`src/hdl/hid_usage_ownership_counter_top_assert.svh`:
```
// Assertion macros shared by the ownership counter modules.
// Each expects clk and arst_n in the scope where it is used.
`ifndef HID_USAGE_OWNERSHIP_COUNTER_TOP_ASSERT_SVH
`define HID_USAGE_OWNERSHIP_COUNTER_TOP_ASSERT_SVH

// Consequent must hold in the same cycle as the antecedent.
`define HUOC_ASSERT_NOW(lbl, ante, cons, msg) \
	lbl: assert property (@(posedge clk) disable iff (!arst_n) (ante) |-> (cons)) \
		else $error(msg);

// Consequent must hold in the cycle after the antecedent.
`define HUOC_ASSERT_NEXT(lbl, ante, cons, msg) \
	lbl: assert property (@(posedge clk) disable iff (!arst_n) (ante) |=> (cons)) \
		else $error(msg);

`endif

```
`src/hdl/huoc_pkg.sv`:
```
package huoc_pkg;

	// Sizing
	localparam int NUM_SLOTS_DEF = 3;
	localparam int KEY_USAGE_MAX = 255;
	// Queue depth between front and back; must be a power of two
	localparam int QDEPTH        = 2;
	localparam logic [1:0] CNT_MAX = 2'd3;

	// Input op codes
	localparam logic OP_PRESS   = 1'b0;
	localparam logic OP_RELEASE = 1'b1;

	// Action types; ACT_OFF on a job means nothing to do
	localparam logic [1:0] ACT_OFF   = 2'd0;
	localparam logic [1:0] ACT_MOUSE = 2'd1;
	localparam logic [1:0] ACT_KEY   = 2'd2;

	// Result kinds
	localparam logic [1:0] EV_MOUSE = 2'd0;
	localparam logic [1:0] EV_MOD   = 2'd1;
	localparam logic [1:0] EV_KEY   = 2'd2;
	localparam logic [1:0] EV_NONE  = 2'd3;

	// Classified work item handed from front to back
	typedef struct packed {
		logic [1:0] kind;
		logic       rel;
		logic [7:0] code;
		logic [3:0] mods;
	} job_t;

	// Queue occupancy flags
	typedef struct packed {
		logic full;
		logic empty;
	} qstat_t;

endpackage

```
`src/hdl/huoc_queue.sv`:
```
module huoc_queue (
	input  logic              clk,
	input  logic              arst_n,
	input  logic              push,
	input  huoc_pkg::job_t    push_job,
	input  logic              pop,
	output huoc_pkg::job_t    head,
	output huoc_pkg::qstat_t  qstat
);

	localparam int AW = (huoc_pkg::QDEPTH > 1) ? $clog2(huoc_pkg::QDEPTH) : 1;

	huoc_pkg::job_t mem_q [huoc_pkg::QDEPTH];
	logic [AW-1:0]  wr_q;
	logic [AW-1:0]  rd_q;
	logic [AW:0]    cnt_q;

	assign head        = mem_q[rd_q];
	assign qstat.full  = (cnt_q == (AW+1)'(huoc_pkg::QDEPTH));
	assign qstat.empty = (cnt_q == '0);

	// Advance pointers and fill count
	always_ff @(posedge clk or negedge arst_n) begin
		if (!arst_n) begin
			wr_q  <= '0;
			rd_q  <= '0;
			cnt_q <= '0;
		end else begin
			if (push) wr_q <= wr_q + 1'b1;
			if (pop) rd_q <= rd_q + 1'b1;
			if (push && !pop) cnt_q <= cnt_q + 1'b1;
			else if (pop && !push) cnt_q <= cnt_q - 1'b1;
		end
	end

	// Store entries
	always_ff @(posedge clk) begin
		if (push) mem_q[wr_q] <= push_job;
	end

	`include "hid_usage_ownership_counter_top_assert.svh"

	`HUOC_ASSERT_NOW(a_no_push_full, push, !qstat.full, "job pushed into full queue")
	`HUOC_ASSERT_NOW(a_no_pop_empty, pop, !qstat.empty, "job popped from empty queue")

endmodule

```
`src/hdl/huoc_front.sv`:
```
module huoc_front #(
	parameter int NUM_SLOTS = huoc_pkg::NUM_SLOTS_DEF
) (
	input  logic             clk,
	input  logic             arst_n,
	input  logic             in_valid,
	output logic             in_ready,
	input  logic             op,
	input  logic [1:0]       button_slot,
	input  logic [1:0]       action_type,
	input  logic [7:0]       action_code,
	input  logic [3:0]       action_modifiers,
	input  huoc_pkg::qstat_t qstat,
	output logic             push,
	output huoc_pkg::job_t   job
);

	localparam int SIW = (NUM_SLOTS > 1) ? $clog2(NUM_SLOTS) : 1;

	typedef struct packed {
		logic [1:0] atype;
		logic [7:0] code;
		logic [3:0] mods;
	} slot_t;

	slot_t          slot_q [NUM_SLOTS];
	slot_t          cur;
	logic [SIW-1:0] idx;
	logic           slot_ok;
	logic           accept;
	logic           press_ok;
	logic           rel_ok;

	function automatic logic act_valid(input logic [1:0] t, input logic [7:0] c);
		logic ok;
		ok = 1'b0;
		if (t == huoc_pkg::ACT_MOUSE) ok = (c >= 8'd1) && (c <= 8'd3);
		else if (t == huoc_pkg::ACT_KEY) ok = (c >= 8'd1) && (int'(c) <= huoc_pkg::KEY_USAGE_MAX);
		return ok;
	endfunction

	assign in_ready = !qstat.full;
	assign accept   = in_valid && in_ready;
	assign push     = accept;

	assign slot_ok = (int'(button_slot) < NUM_SLOTS);
	assign idx     = button_slot[SIW-1:0];
	assign cur     = slot_q[idx];

	// Classify: a press claims an idle slot, a release frees what the slot holds
	assign press_ok = slot_ok && (op == huoc_pkg::OP_PRESS) &&
		(cur.atype == huoc_pkg::ACT_OFF) && act_valid(action_type, action_code);
	assign rel_ok   = slot_ok && (op == huoc_pkg::OP_RELEASE) && act_valid(cur.atype, cur.code);

	always_comb begin
		job.rel  = op;
		job.kind = huoc_pkg::ACT_OFF;
		job.code = action_code;
		job.mods = action_modifiers;
		if (press_ok) begin
			job.kind = action_type;
		end else if (rel_ok) begin
			job.kind = cur.atype;
			job.code = cur.code;
			job.mods = cur.mods;
		end
	end

	// Update slot table on each transfer
	always_ff @(posedge clk or negedge arst_n) begin
		if (!arst_n) begin
			for (int i = 0; i < NUM_SLOTS; i++) slot_q[i] <= '0;
		end else if (accept && slot_ok) begin
			if (press_ok) begin
				slot_q[idx] <= '{atype: action_type, code: action_code, mods: action_modifiers};
			end else if (op == huoc_pkg::OP_RELEASE) begin
				slot_q[idx] <= '0;
			end
		end
	end

	`include "hid_usage_ownership_counter_top_assert.svh"

	`HUOC_ASSERT_NEXT(a_rel_clears, accept && slot_ok && (op == huoc_pkg::OP_RELEASE), slot_q[$past(idx)].atype == huoc_pkg::ACT_OFF, "slot still active after release")

endmodule

```
`src/hdl/huoc_back.sv`:
```
module huoc_back (
	input  logic             clk,
	input  logic             arst_n,
	input  huoc_pkg::qstat_t qstat,
	input  huoc_pkg::job_t   head,
	output logic             pop,
	output logic             out_valid,
	input  logic             out_ready,
	output logic [1:0]       event_kind,
	output logic [7:0]       event_code,
	output logic             event_pressed,
	output logic             last,
	output logic [2:0]       mouse_held
);

	localparam logic [1:0] ST_IDLE = 2'd0;
	localparam logic [1:0] ST_PLAN = 2'd1;
	localparam logic [1:0] ST_EMIT = 2'd2;

	logic [1:0]     st_q;
	huoc_pkg::job_t job_q;
	logic [4:0]     em_q;

	// Key owner counts: memory plus a valid bit per entry
	logic [1:0]     kmem [256];
	logic [255:0]   kval_q;
	logic [1:0]     kmem_rd_q;
	logic           kval_rd_q;

	logic [1:0]     mcnt_q [4];
	logic [1:0]     modc_q [4];

	logic           out_valid_q;
	logic [1:0]     kind_q;
	logic [7:0]     code_q;
	logic           pressed_q;
	logic           last_q;
	logic [2:0]     held_q;

	logic [1:0]     key_old;
	logic [1:0]     key_new;
	logic [1:0]     mouse_old;
	logic [1:0]     mouse_new;
	logic [1:0]     mod_new [4];
	logic [3:0]     mod_hit;
	logic           key_hit;
	logic [4:0]     em_plan;

	logic [2:0]     pos;
	logic [4:0]     em_rest;
	logic [1:0]     kind_d;
	logic [7:0]     code_d;
	logic           last_d;
	logic           out_free;
	logic           load;

	function automatic logic [1:0] take_cnt(input logic [1:0] c);
		return (c == huoc_pkg::CNT_MAX) ? c : c + 2'd1;
	endfunction

	function automatic logic [1:0] drop_cnt(input logic [1:0] c);
		return (c == 2'd0) ? c : c - 2'd1;
	endfunction

	assign pop      = (st_q == ST_IDLE) && !qstat.empty;
	assign out_free = !out_valid_q || out_ready;
	assign load     = (st_q == ST_EMIT) && out_free;

	// Plan: update all counts of the job and mark which steps emit
	assign key_old   = kval_rd_q ? kmem_rd_q : 2'd0;
	assign mouse_old = mcnt_q[job_q.code[1:0]];

	always_comb begin
		key_new   = key_old;
		mouse_new = mouse_old;
		mod_hit   = '0;
		key_hit   = 1'b0;
		em_plan   = '0;
		for (int b = 0; b < 4; b++) mod_new[b] = modc_q[b];
		if (job_q.kind == huoc_pkg::ACT_MOUSE) begin
			mouse_new  = job_q.rel ? drop_cnt(mouse_old) : take_cnt(mouse_old);
			em_plan[0] = job_q.rel ? (mouse_old == 2'd1) : (mouse_old == 2'd0);
		end else if (job_q.kind == huoc_pkg::ACT_KEY) begin
			for (int b = 0; b < 4; b++) begin
				if (job_q.mods[b]) begin
					mod_new[b] = job_q.rel ? drop_cnt(modc_q[b]) : take_cnt(modc_q[b]);
					mod_hit[b] = job_q.rel ? (modc_q[b] == 2'd1) : (modc_q[b] == 2'd0);
				end
			end
			key_new = job_q.rel ? drop_cnt(key_old) : take_cnt(key_old);
			key_hit = job_q.rel ? (key_old == 2'd1) : (key_old == 2'd0);
			// Press: modifiers then key; release: key then modifiers
			em_plan = job_q.rel ? {mod_hit, key_hit} : {key_hit, mod_hit};
		end
	end

	// Emit: pick the next marked step
	always_comb begin
		if (em_q[0]) pos = 3'd0;
		else if (em_q[1]) pos = 3'd1;
		else if (em_q[2]) pos = 3'd2;
		else if (em_q[3]) pos = 3'd3;
		else pos = 3'd4;
	end

	assign em_rest = em_q & (em_q - 5'd1);
	assign last_d  = (em_rest == '0);

	always_comb begin
		kind_d = huoc_pkg::EV_NONE;
		code_d = 8'd0;
		if (em_q != '0) begin
			if (job_q.kind == huoc_pkg::ACT_MOUSE) begin
				kind_d = huoc_pkg::EV_MOUSE;
				code_d = job_q.code;
			end else if (job_q.rel ? (pos == 3'd0) : (pos == 3'd4)) begin
				kind_d = huoc_pkg::EV_KEY;
				code_d = job_q.code;
			end else begin
				kind_d = huoc_pkg::EV_MOD;
				code_d = job_q.rel ? {5'd0, pos - 3'd1} : {5'd0, pos};
			end
		end
	end

	// Sequencer and count registers
	always_ff @(posedge clk or negedge arst_n) begin
		if (!arst_n) begin
			st_q        <= ST_IDLE;
			out_valid_q <= 1'b0;
			kval_q      <= '0;
			for (int i = 0; i < 4; i++) begin
				mcnt_q[i] <= 2'd0;
				modc_q[i] <= 2'd0;
			end
		end else begin
			// Raise valid on each load, drop it once the result transfers
			if (load) out_valid_q <= 1'b1;
			else if (out_ready) out_valid_q <= 1'b0;
			case (st_q)
				ST_IDLE: begin
					if (pop) st_q <= ST_PLAN;
				end
				ST_PLAN: begin
					if (job_q.kind == huoc_pkg::ACT_MOUSE) mcnt_q[job_q.code[1:0]] <= mouse_new;
					if (job_q.kind == huoc_pkg::ACT_KEY) begin
						kval_q[job_q.code] <= 1'b1;
						for (int b = 0; b < 4; b++) modc_q[b] <= mod_new[b];
					end
					st_q <= ST_EMIT;
				end
				ST_EMIT: begin
					if (load && last_d) st_q <= ST_IDLE;
				end
				default: begin
					st_q <= ST_IDLE;
				end
			endcase
		end
	end

	// Job, plan mask, key memory port and result payload
	always_ff @(posedge clk) begin
		if (pop) begin
			job_q     <= head;
			kmem_rd_q <= kmem[head.code];
			kval_rd_q <= kval_q[head.code];
		end
		if (st_q == ST_PLAN) begin
			em_q <= em_plan;
			if (job_q.kind == huoc_pkg::ACT_KEY) kmem[job_q.code] <= key_new;
		end
		if (load) begin
			em_q      <= em_rest;
			kind_q    <= kind_d;
			code_q    <= code_d;
			pressed_q <= (kind_d != huoc_pkg::EV_NONE) && !job_q.rel;
			last_q    <= last_d;
			held_q    <= {mcnt_q[3] != 2'd0, mcnt_q[2] != 2'd0, mcnt_q[1] != 2'd0};
		end
	end

	assign out_valid     = out_valid_q;
	assign event_kind    = kind_q;
	assign event_code    = code_q;
	assign event_pressed = pressed_q;
	assign last          = last_q;
	assign mouse_held    = held_q;

	`include "hid_usage_ownership_counter_top_assert.svh"

	`HUOC_ASSERT_NOW(a_mouse0_idle, 1'b1, mcnt_q[0] == 2'd0, "unused mouse count changed")
	`HUOC_ASSERT_NEXT(a_plan_to_emit, st_q == ST_PLAN, st_q == ST_EMIT, "plan step not followed by emit")

endmodule

```
`src/hdl/hid_usage_ownership_counter_top.sv`:
```
// HID usage ownership counter.
// Input channel (in_valid/in_ready) takes one button press or release per
// transfer. The front classifies it against the slot table at once and posts
// a job into a two-entry queue; in_ready drops only while that queue is full.
// The back pops a job, reads the key owner count, then updates all owner
// counts, then drives one result per cycle while the receiver is ready on
// the output channel (out_valid/out_ready), 1 to 5 results, the final one
// with last set. The back takes a new job only once the last result of the
// current one is loaded; an item with no usage change gives a single
// no-event result.
// When the receiver stalls, the output register holds its result, the back
// waits, and the queue absorbs up to two more items before in_ready drops.
// Reset clears the slot table, every owner count (key counts through a
// valid bit per entry, so no clearing pass), the queue and the output.
module hid_usage_ownership_counter_top #(
	parameter int NUM_SLOTS = huoc_pkg::NUM_SLOTS_DEF
) (
	input  logic       clk,
	input  logic       arst_n,
	input  logic       in_valid,
	output logic       in_ready,
	input  logic       op,
	input  logic [1:0] button_slot,
	input  logic [1:0] action_type,
	input  logic [7:0] action_code,
	input  logic [3:0] action_modifiers,
	output logic       out_valid,
	input  logic       out_ready,
	output logic [1:0] event_kind,
	output logic [7:0] event_code,
	output logic       event_pressed,
	output logic       last,
	output logic [2:0] mouse_held
);

	huoc_pkg::qstat_t qstat;
	huoc_pkg::job_t   push_job;
	huoc_pkg::job_t   head;
	logic             push;
	logic             pop;

	huoc_front #(.NUM_SLOTS(NUM_SLOTS)) u_front (
		.clk              (clk),
		.arst_n           (arst_n),
		.in_valid         (in_valid),
		.in_ready         (in_ready),
		.op               (op),
		.button_slot      (button_slot),
		.action_type      (action_type),
		.action_code      (action_code),
		.action_modifiers (action_modifiers),
		.qstat            (qstat),
		.push             (push),
		.job              (push_job)
	);

	huoc_queue u_queue (
		.clk      (clk),
		.arst_n   (arst_n),
		.push     (push),
		.push_job (push_job),
		.pop      (pop),
		.head     (head),
		.qstat    (qstat)
	);

	huoc_back u_back (
		.clk           (clk),
		.arst_n        (arst_n),
		.qstat         (qstat),
		.head          (head),
		.pop           (pop),
		.out_valid     (out_valid),
		.out_ready     (out_ready),
		.event_kind    (event_kind),
		.event_code    (event_code),
		.event_pressed (event_pressed),
		.last          (last),
		.mouse_held    (mouse_held)
	);

endmodule

```
`config.mk`:
```
export PLATFORM = sky130hd
export DESIGN_NAME = hid_usage_ownership_counter_top
export DESIGN_NICKNAME = d
export VERILOG_FILES = /design/src/hdl/huoc_pkg.sv /design/src/hdl/huoc_queue.sv /design/src/hdl/huoc_front.sv /design/src/hdl/huoc_back.sv /design/src/hdl/hid_usage_ownership_counter_top.sv
export VERILOG_INCLUDE_DIRS = /design/src /design/src/hdl
export SDC_FILE = /design/constraint.sdc
export NUM_CORES = 1
export LEC_CHECK = 0
export ABC_AREA = 1
export BUFFER_PORTS_ARGS = -buffer_cell sky130_fd_sc_hd__buf_2
export CORE_ASPECT_RATIO = 2
export CORE_UTILIZATION = 59
export CTS_CLUSTER_DIAMETER = 80
export DETAILED_ROUTE_END_ITERATION = 16
export PLACE_DENSITY = 0.75
export REMOVE_ABC_BUFFERS = 1
export SYNTH_ARGS = -nofsm -noshare
export SYNTH_HDL_FRONTEND = slang
export SYNTH_SLANG_ARGS = --single-unit
```
`constraint.sdc`:
```
create_clock -name clk -period 14.2 [get_ports clk]
set_input_delay 1.42 -clock clk [delete_from_list [all_inputs] [get_ports clk]]
set_output_delay 1.42 -clock clk [all_outputs]
set_load 0.05 [all_outputs]
```
; ---- Word-level counts from Yosys, hierarchy flattened
; Memory sizes are Yosys's and may differ from the RTL's. A register that Yosys moved wholly into a read port is not among the register bits.
; Index checks and enable logic that the tools add are counted.
[totals]
ramBits = 542
wordCells = 246
output_inout_bits = 17
in_bits = 21
memories = 2
ff_bits = 357
[mem_list]
columns = memory, words, width, read_ports, rd_clocked_by_memory_dff, write_ports, line
row1 = u_back.kmem, 256, 2, 1, 1, 1, huoc_back.sv:25  ; logic [1:0] kmem [256];
row2 = u_queue.mem_q, 2, 15, 1, 0, 1, huoc_queue.sv:13  ; huoc_pkg::job_t mem_q [huoc_pkg::QDEPTH];
[classes]
reduce_logical = 52
n_addsub = 18
n_bitwise = 8
n_lt_le_gt_ge = 12
n_mux = 87
n_eq_ne = 33
[ops]
columns = cell, n
row1 = 256-bit OR, 1
row2 = 42-bit 2-to-1 mux, 2
row3 = 2-bit 2-to-1 mux, 34
row4 = 42-bit bitwise AND, 1
row5 = 42-bit bitwise mux, 1
row6 = 14-bit 2-to-1 mux, 3
row7 = 42-bit NOT, 1
row8 = 14-bit binary-select mux with 2-bit select, 1
row9 = 14-bit demux with 2-bit select, 1
row10 = 1-bit 2-to-1 mux, 25
row11 = 8-bit by 1-bit greater-or-equal comparator with 1-bit output (second input constant), 3
row12 = 12-bit 2-to-1 mux, 2
row13 = 6-bit AND reduction, 4
row14 = 2-bit == test (second input constant), 11
row15 = 2-bit by 1-bit == test with 1-bit output (second input constant), 10
row16 = 5-bit 2-to-1 mux, 4
row17 = 1-bit logical AND, 18
row18 = 2-bit logical NOT, 9
row19 = 8-bit by 9-bit less-than comparator with 1-bit output (second input constant), 2
row20 = 8-bit by 2-bit <= comparator with 1-bit output (second input constant), 2
row21 = 8-bit 2-to-1 mux, 2
row22 = 3-bit 2-to-1 mux, 5
row23 = 2-bit by 1-bit adder with 2-bit output (second input constant), 7
row24 = 2-bit != test (second input constant), 7
row25 = other kinds (26), 54

; ---- Longest topological paths before layout
; Gate-level depths: netlist (run 1).
[logic_depth]
ltp_word = 11
mapped_depth = 16
ltp_nobuf = 13

; ---- Hierarchy
; From an unflattened synthesis (run 1), not the netlist that was laid out.
[hier_totals]
hier_cells = 3819
area_unflattened_um2 = 39424.1
[by_module_without_submodules]
columns = module, seq_area_each_um2, area_each_um2, instances, cells_each
row1 = huoc_back, 23397.4, 35465.3, 1, 3383
row2 = huoc_front, 1051.0, 2617.5, 1, 364
row3 = huoc_queue, 1001.0, 1341.3, 1, 72

; ---- Worst setup path after synthesis (run 1)
; No wires, ideal clock.
[synth_timing]
path_type = register to register
start = register u_back.job_q[14] in the netlist's numbering
end = memory u_back.kmem[0][0] (data pin)
n_path_buf = 0
required_time_ps = 12013
setup_time_ps = 2187
period_less_slack_ps = 12717
path_slack_ps = 1483
t_arrival_ps = 10530
path_stages_with_launch = 4
path_cell_list = edfxtp_1 nand2_1 inv_1 o21ai_0
[synth_between]
elab_chain_cells = 3
word_cells_on_any_way = 4
cone_classes = 2 x eq/ne / 2 x mux
[synth_lines]
columns = item, line
row1 = from (decl), huoc_back.sv:21  ; huoc_pkg::job_t job_q;
row2 = from (signal assigned), huoc_back.sv:165  ; job_q <= head;
row3 = 2-bit == test, huoc_back.sv:83  ; end else if (job_q.kind == huoc_pkg::ACT_KEY) begin
row4 = 2-bit 2-to-1 mux, huoc_back.sv:83
row5 = 2-bit 2-to-1 mux *, huoc_back.sv:80  ; if (job_q.kind == huoc_pkg::ACT_MOUSE) begin
row6 = named net u_back.key_new[0], huoc_back.sv:41  ; logic [1:0] key_new;
row7 = to (decl), huoc_back.sv:25
; The timed path passes the listed nets; every way through them passes the cells marked *.

; ---- Worst setup path in the final report (run 1)
[layout_timing]
start = register u_queue.rd_q
end = register u_back.kval_rd_q (data pin)
[layout_between]
elab_chain_cells = 3
[layout_lines]
columns = item, line
row1 = from (decl), huoc_queue.sv:15  ; logic [AW-1:0] rd_q;
row2 = from (signal assigned), huoc_queue.sv:30  ; if (pop) rd_q <= rd_q + 1'b1;
row3 = memory 2 x 15 bit, n/a
row4 = 1-bit binary-select mux with 8-bit select, huoc_back.sv:167  ; kval_rd_q <= kval_q[head.code];
row5 = 1-bit 2-to-1 mux (not written as such), huoc_back.sv:167
row6 = to (signal assigned), huoc_back.sv:167
row7 = to (decl), huoc_back.sv:28  ; logic kval_rd_q;
; Every way passes these cells. The select of a mux whose other input is x is not followed.
; A chain may end at the register's enable or synchronous reset.

==> out/metrics.cfg, run 1 <==
[placed_design]
place_congestion = 0.856
io_buffers = 37
hpwl_um = 59400
post-place-cells = 5134

[clock_network]
ctsHoldBuffers = 0
cts_root_buffer = clkbuf_16
clockBufferDepth = 3
cts_sinks = 901
cts_htree_levels = 3
cts_buffers = 75
cts_tree = yes
postCtsSetupRepairBufs = 0
path_clk_slew_ns = 0.07
post_cts_resized = 0
clkLatencyLatePin_ns = 0.64

[timing]
fin_hold_ws_ns = 0.456
max_freq_mhz = 196
fin_crit_sh_pct = 35.9
slew_violations = 0
setup-tns-final_ns = 0
rsz0062_at_grt = false
finalSetupViolations = 0
fin_skew_ns = 0.0178
final-hold-violation-count = 0
fin_crit_ns = 5.10
tightestPinTransition_ns = 1.30
max_slew_margin_pct = 13.3

[yosys]
seq_area_frac_synth_pct = 62.2
synth_edf_count = 580
syn_avg_cell_area_um2 = 9.24
synth_top_area_share_pct = 42.6
yosysTopAreaCell = edfxtp_1
synth_cell_types = 37
synth.area.top_cells = edfxtp_1 (43%), dfrtp_1 (20%), nand3_1 (9.2%)
ys.flop_type = edfxtp_1
synthArstFlopShare_pct = 35.6
yosys_warnings = 0
synth.ff_latch_count = 901
yosysMostFrequentCell = nand2_1
synthTopCellsByCount = nand2_1 (953), nand3_1 (749), inv_1 (710)
synthCells = 4427
syn-cell-area_um2 = 40900

[setup_path]
crit_type = register to register
cp_slowest_cell = dfrtp_1
crit_chain = nand2_2 > buf_4 > nand2_8 > buf_4 > buf_12 > nand2_1 > nand3_1 > nand3_1 > nand3_1 > nand3_1 > nand3_1 > nand3_1 > nand3_1 > nand2_1
crit_required_ns = 14.60
slowest_delay_ns = 0.80
critPathBufInv = 3
crit_top_cell = nand3_1
path_max_fanout = 203
critPathLaunchType = register
end_kind = register
worst_path_dominant_cell_family = simple AND/OR/NAND/NOR gates
critical_path_arrival_ns = 5.50

[cells_and_area]
layout.nets = 4350
layout.cells.non_filler = 5272
drive_above_1_share_pct = 6.01
area_delta_synth_final_pct = 7.79
multi_input_area_um2 = 11600
fill_cells = 5349
seqCellArea_um2 = 25400
final_util_pct = 64.3

[outcome]
status = finished, final reports clean

[routing]
m1WireLength_um = 36600
num_vias = 30761
met2_length_um = 55100
vias_per_cell = 5.83
top_layer_used = met5
wl_per_cell_um = 20.5
dr.pass1.iters = 6
drt_iter0_drc = 2972
met3_length_um = 8690
wl_um = 108000
post-route-drc-count = 0
ant_nets = 0

[floorplanning]
rows = 136
initial_core_util_pct = 59.7
die_h_um = 374
io_pins = 38
core_um2 = 68600
dieWidth_um = 188
die_area_um2 = 70500

[global_route]
antenna_found_initial = 1
grt_max_degree = 207
overflow = 0
grtUsageTotal_pct = 31.2
grt_pass1_vias = 30827
grt_pass1_wl_um = 167000

[flow_run]
drv_cap = 0

[power_and_ir_drop]
ir_drop_mv = 0.171
leakagePower_nw = 19.0
p_per_area_nw_per_um2 = 210

[hold_path]
holdCritPathClass = register to register

cell usage in the layout, fill, tap and decap left out, types with 6 or more instances in the layout:
cell,instances
a21oi_1,24
a22oi_1,8
buf_2,36
buf_4,52
bufinv_16,12
clkbuf_1,17
clkbuf_16,80
clkinv_1,8
clkinv_2,12
dfrtp_1,321
edfxtp_1,580
ha_1,15
inv_1,710
inv_2,7
nand2_1,938
nand2_2,15
nand3_1,745
nand3b_1,14
nor2_1,315
o211ai_1,20
o21ai_0,285
o21ai_1,62
o22ai_1,15
or2_2,15
xnor2_1,7
xor2_1,6
registers in the layout, indices dropped and copies added (netlist names), 2 cells and up:
name / count
u_queue.cnt_q: 2
u_queue.mem_q: 30
u_back.kmem: 512
u_front.slot_q: 42
u_back.mcnt_q: 8
u_back.kmem_rd_q: 2
u_back.event_kind: 2
u_back.em_q: 5
u_back.event_code: 8
u_back.kval_q: 256
u_back.job_q: 15
u_back.mouse_held: 3
u_back.st_q: 2
u_back.modc_q: 8
kinds of logic after synthesis:
group,share of synthesized area [%]
simple gates,21.6
fa+ha+maj,0.459
buf+inv,9.78
mux,0.0489
compound gates,5.66
flops,62.2
xor+xnor,0.278
final timing paths:
check | slack, ns | end | cells past startpoint | from
min | 0.46 | u_back.kval_q[229] | 2 | u_back.kval_q[229]
min reg2reg | 0.46 | u_back.kval_q[229] | 2 | u_back.kval_q[229]
max reg2reg | 9.10 | u_back.kval_rd_q | 14 | u_queue.rd_q
max in group asynchronous | 12.13 | u_front.slot_q[1] | 2 | arst_n
max | 9.10 | u_back.kval_rd_q | 14 | u_queue.rd_q
min in group asynchronous | 0.67 | u_back.mcnt_q[0] | 1 | arst_n
layer usage:
| metal | track usage (%) | vias to the layer above |
|---|---|---|
| met5 | 0 | - |
| met4 | 22.3 | 2 |
| met3 | 5.61 | 441 |
| met2 | 54.7 | 1473 |
| met1 | 33.8 | 14801 |
| li1 | - | 14044 |
area by class of cell:
| class | instances | area share (%) |
|---|---|---|
| diodes | 1 | 0.00568 |
| clock buffers | 100 | 4.78 |
| clock inverters | 37 | 1.13 |
| inverters | 719 | 6.14 |
| multi-input cells | 2526 | 26.3 |
| flip-flops and latches | 901 | 57.7 |
| well taps | 897 | 2.55 |
| repair buffers | 91 | 1.42 |
stage by stage:
stage / setup slack (ns) / power (W) / cell area (um^2)
floorplan: 1.48 / 0.00635 / 39600
detailed placement: 9.34 / 0.00702 / 41500
finish: 9.10 / 0.00926 / 44100
global route: 8.93 / 0.00969 / 44100
global placement: 9.36 / 0.00697 / 41500
CTS: 9.32 / 0.00921 / 44100
worst reg2reg max path: stages, from the launching register on:
cell and delay [ns]:
dfrtp_1 0.80, nand2_2 0.09, buf_4 0.35, nand2_8 0.64, buf_4 0.81, buf_12 0.51
nand2_1 0.64, nand3_1 0.16, nand3_1 0.10, nand3_1 0.14, nand3_1 0.17, nand3_1 0.21
nand3_1 0.09, nand3_1 0.12, nand2_1 0.06
power by group:
part / leakage (nW) / total, W / switching [W] / internal (W)
logic: 7.96 / 0.00353 / 0.00267 / 0.000861
registers: 9.74 / 0.00353 / 0.000120 / 0.00341
clock network: 1.27 / 0.00220 / 0.000936 / 0.00127
total: 19.0 / 0.00926 / 0.00372 / 0.00554
(Power assumes the default switching activity.)
==> inputs of run 2 (changes only) <==
--- a/config.mk
+++ b/config.mk
@@ -9,10 +9,10 @@
 export ABC_AREA = 1
 export BUFFER_PORTS_ARGS = -buffer_cell sky130_fd_sc_hd__buf_2
 export CORE_ASPECT_RATIO = 2
-export CORE_UTILIZATION = 59
+export CORE_UTILIZATION = 57
 export CTS_CLUSTER_DIAMETER = 80
 export DETAILED_ROUTE_END_ITERATION = 16
-export PLACE_DENSITY = 0.75
+export PLACE_DENSITY = 0.76
 export REMOVE_ABC_BUFFERS = 1
 export SYNTH_ARGS = -nofsm -noshare
 export SYNTH_HDL_FRONTEND = slang
==> constraint.sdc (replaced) <==
create_clock -name clk -period 4.6 [get_ports clk]
set_input_delay 0.46 -clock clk [delete_from_list [all_inputs] [get_ports clk]]
set_output_delay 0.46 -clock clk [all_outputs]
set_load 0.05 [all_outputs]
==> out/metrics.cfg, run 2 (synthesized netlist as in run 1, its figures left out) <==
[outcome]
status = finished, final reports clean

[floorplanning]
die_h_um = 381
die_area_um2 = 72900
rows = 138
io_pins = 38
core_um2 = 70800
dieWidth_um = 191
initial_core_util_pct = 57.8

[clock_network]
cts_sinks = 901
clkLatencyLatePin_ns = 0.65
cts_tree = yes
cts_buffers = 73
cts_root_buffer = clkbuf_16
cts_htree_levels = 3
path_clk_slew_ns = 0.07
post_cts_resized = 0
clockBufferDepth = 3

[routing]
wl_um = 110000
num_vias = 31082
top_layer_used = met4
drt_iter0_drc = 3117
dr.pass1.iters = 6
met3_length_um = 8490
wl_per_cell_um = 20.7
met2_length_um = 56000
post-route-drc-count = 0
ant_nets = 0
vias_per_cell = 5.86
m1WireLength_um = 37700

[cells_and_area]
reg_top3 = u_back.kmem: 512 flops, u_back.kval_q: 256 flops, u_front.slot_q: 42 flops
layout.cells.non_filler = 5306
diodes = 0
finalInstanceArea_um2 = 44300
final_cell_mix = nand2_1 (938), nand3_1 (745), inv_1 (710)
layout.nets = 4372
area_delta_synth_final_pct = 8.23
layout_commonest_cell = nand2_1
drive_above_1_share_pct = 6.62
regMostFlops = u_back.kmem
largest_register_ffs = 512
final_util_pct = 62.5

[timing]
fin_crit_sh_pct = 86.8
finalSetupViolations = 0
setup-tns-final_ns = 0
tightestPinTransition_ns = 1.16
final-hold-violation-count = 0
fin_skew_ns = 0.0263
max_slew_margin_pct = 22.7
fin_crit_ns = 3.99
max_freq_mhz = 251
rsz0062_at_grt = false
slew_violations = 0
fin_hold_ws_ns = 0.0726

[setup_path]
slowest_delay_ns = 0.80
crit_top_cell = nand3_1
end_kind = register
reg2regPathDepth = 13
critical_path_arrival_ns = 4.50
crit_type = register to register
rr_startpoint = u_queue.rd_q
critPathLaunchType = register
reg2reg_to = u_back.kmem_rd_q[0]
crit_chain = inv_2 > nand2_1 > nand2_4 > inv_6 > buf_12 > nand3_1 > nand3_1 > nand3_1 > nand3_1 > nand3_1 > nand3_1 > nand3_1 > nand2_1
r2r_slack_ns = 0.61
path_max_fanout = 107
cp_slowest_cell = dfrtp_1
crit_required_ns = 5.11

[hold_path]
whs_endpoint = u_back.out_valid
holdPathStages = 4
holdCritPathClass = input pin to register
min_from = out_ready

[flow_run]
drv_cap = 0

[power_and_ir_drop]
leakagePower_nw = 19.1
ir_drop_mv = 1.09
p_per_area_nw_per_um2 = 643

[placed_design]
place_congestion = 0.897
post-place-cells = 5170
io_buffers = 37
hpwl_um = 63200
place_area_um2 = 41900

[global_route]
grt_pass1_wl_um = 169000
grt_pass1_vias = 31020
grtUsageTotal_pct = 30.6
overflow = 0
grt_max_degree = 162
antenna_found_initial = 1

-- run 2: stage by stage --
| step | total power [W] | worst slack (ns) |
|---|---|---|
| global placement | 0.0218 | 0.839 |
| floorplan | 0.0181 | -8.12 |
| global route | 0.0297 | 0.486 |
| finish | 0.0285 | 0.609 |
| detailed placement | 0.0220 | 0.799 |
| CTS | 0.0283 | 0.786 |
-- run 2: timing repair --
item	in CTS	in global routing
endpoints found under the hold margin	86	0
hold buffers	1	0
setup buffers	0	0
-- run 2: power breakdown --
| part | leakage [nW] | switching [W] | internal, W |
|---|---|---|---|
| Clock | 1.19 | 0.00292 | 0.00345 |
| Combinational | 8.15 | 0.00833 | 0.00284 |
| Sequential | 9.74 | 0.000371 | 0.0105 |
| Total | 19.1 | 0.0116 | 0.0168 |
-- run 2: area by class of cell --
| cell class | instances | area, um^2 |
|---|---|---|
| inverter | 719 | 2710 |
| tap | 910 | 1140 |
| fill | 5760 | 26500 |
| clock inverter | 48 | 395 |
| timing repair buffer | 115 | 1010 |
| clock buffer | 87 | 1990 |
| multi-input combinational | 2526 | 11600 |
| sequential | 901 | 25400 |
-- run 2: worst max-delay path by stage --
stage	startpoint	endpoint	slack, ns	cells after the start
6_report	u_queue.rd_q	u_back.kmem_rd_q[0]	0.61	13
2_1_floorplan	u_back.job_q[14]	u_back.kmem[0][0]	-8.12	3
3_5_place_dp	u_queue.rd_q	u_back.kmem_rd_q[0]	0.80	14
4_1_cts	u_queue.rd_q	u_back.kmem_rd_q[0]	0.79	14
3_3_place_gp	u_queue.rd_q	u_back.kmem_rd_q[0]	0.84	12
5_1_grt	u_queue.rd_q	u_back.kmem_rd_q[0]	0.49	13
-- run 2: per-layer routing --
layer | GRT usage, % | up-vias
met5 | 0 | -
met4 | 20.8 | 0
met3 | 4.72 | 438
met2 | 53.1 | 1560
met1 | 34.4 | 14978
li1 | - | 14106
-- run 2: critical path, delay by kind of cell, from the launching register on --
family,cells,cell delay [ns]
buffers and inverters,3,1.12
flip-flops,1,0.80
AND/OR/NAND/NOR,10,1.80
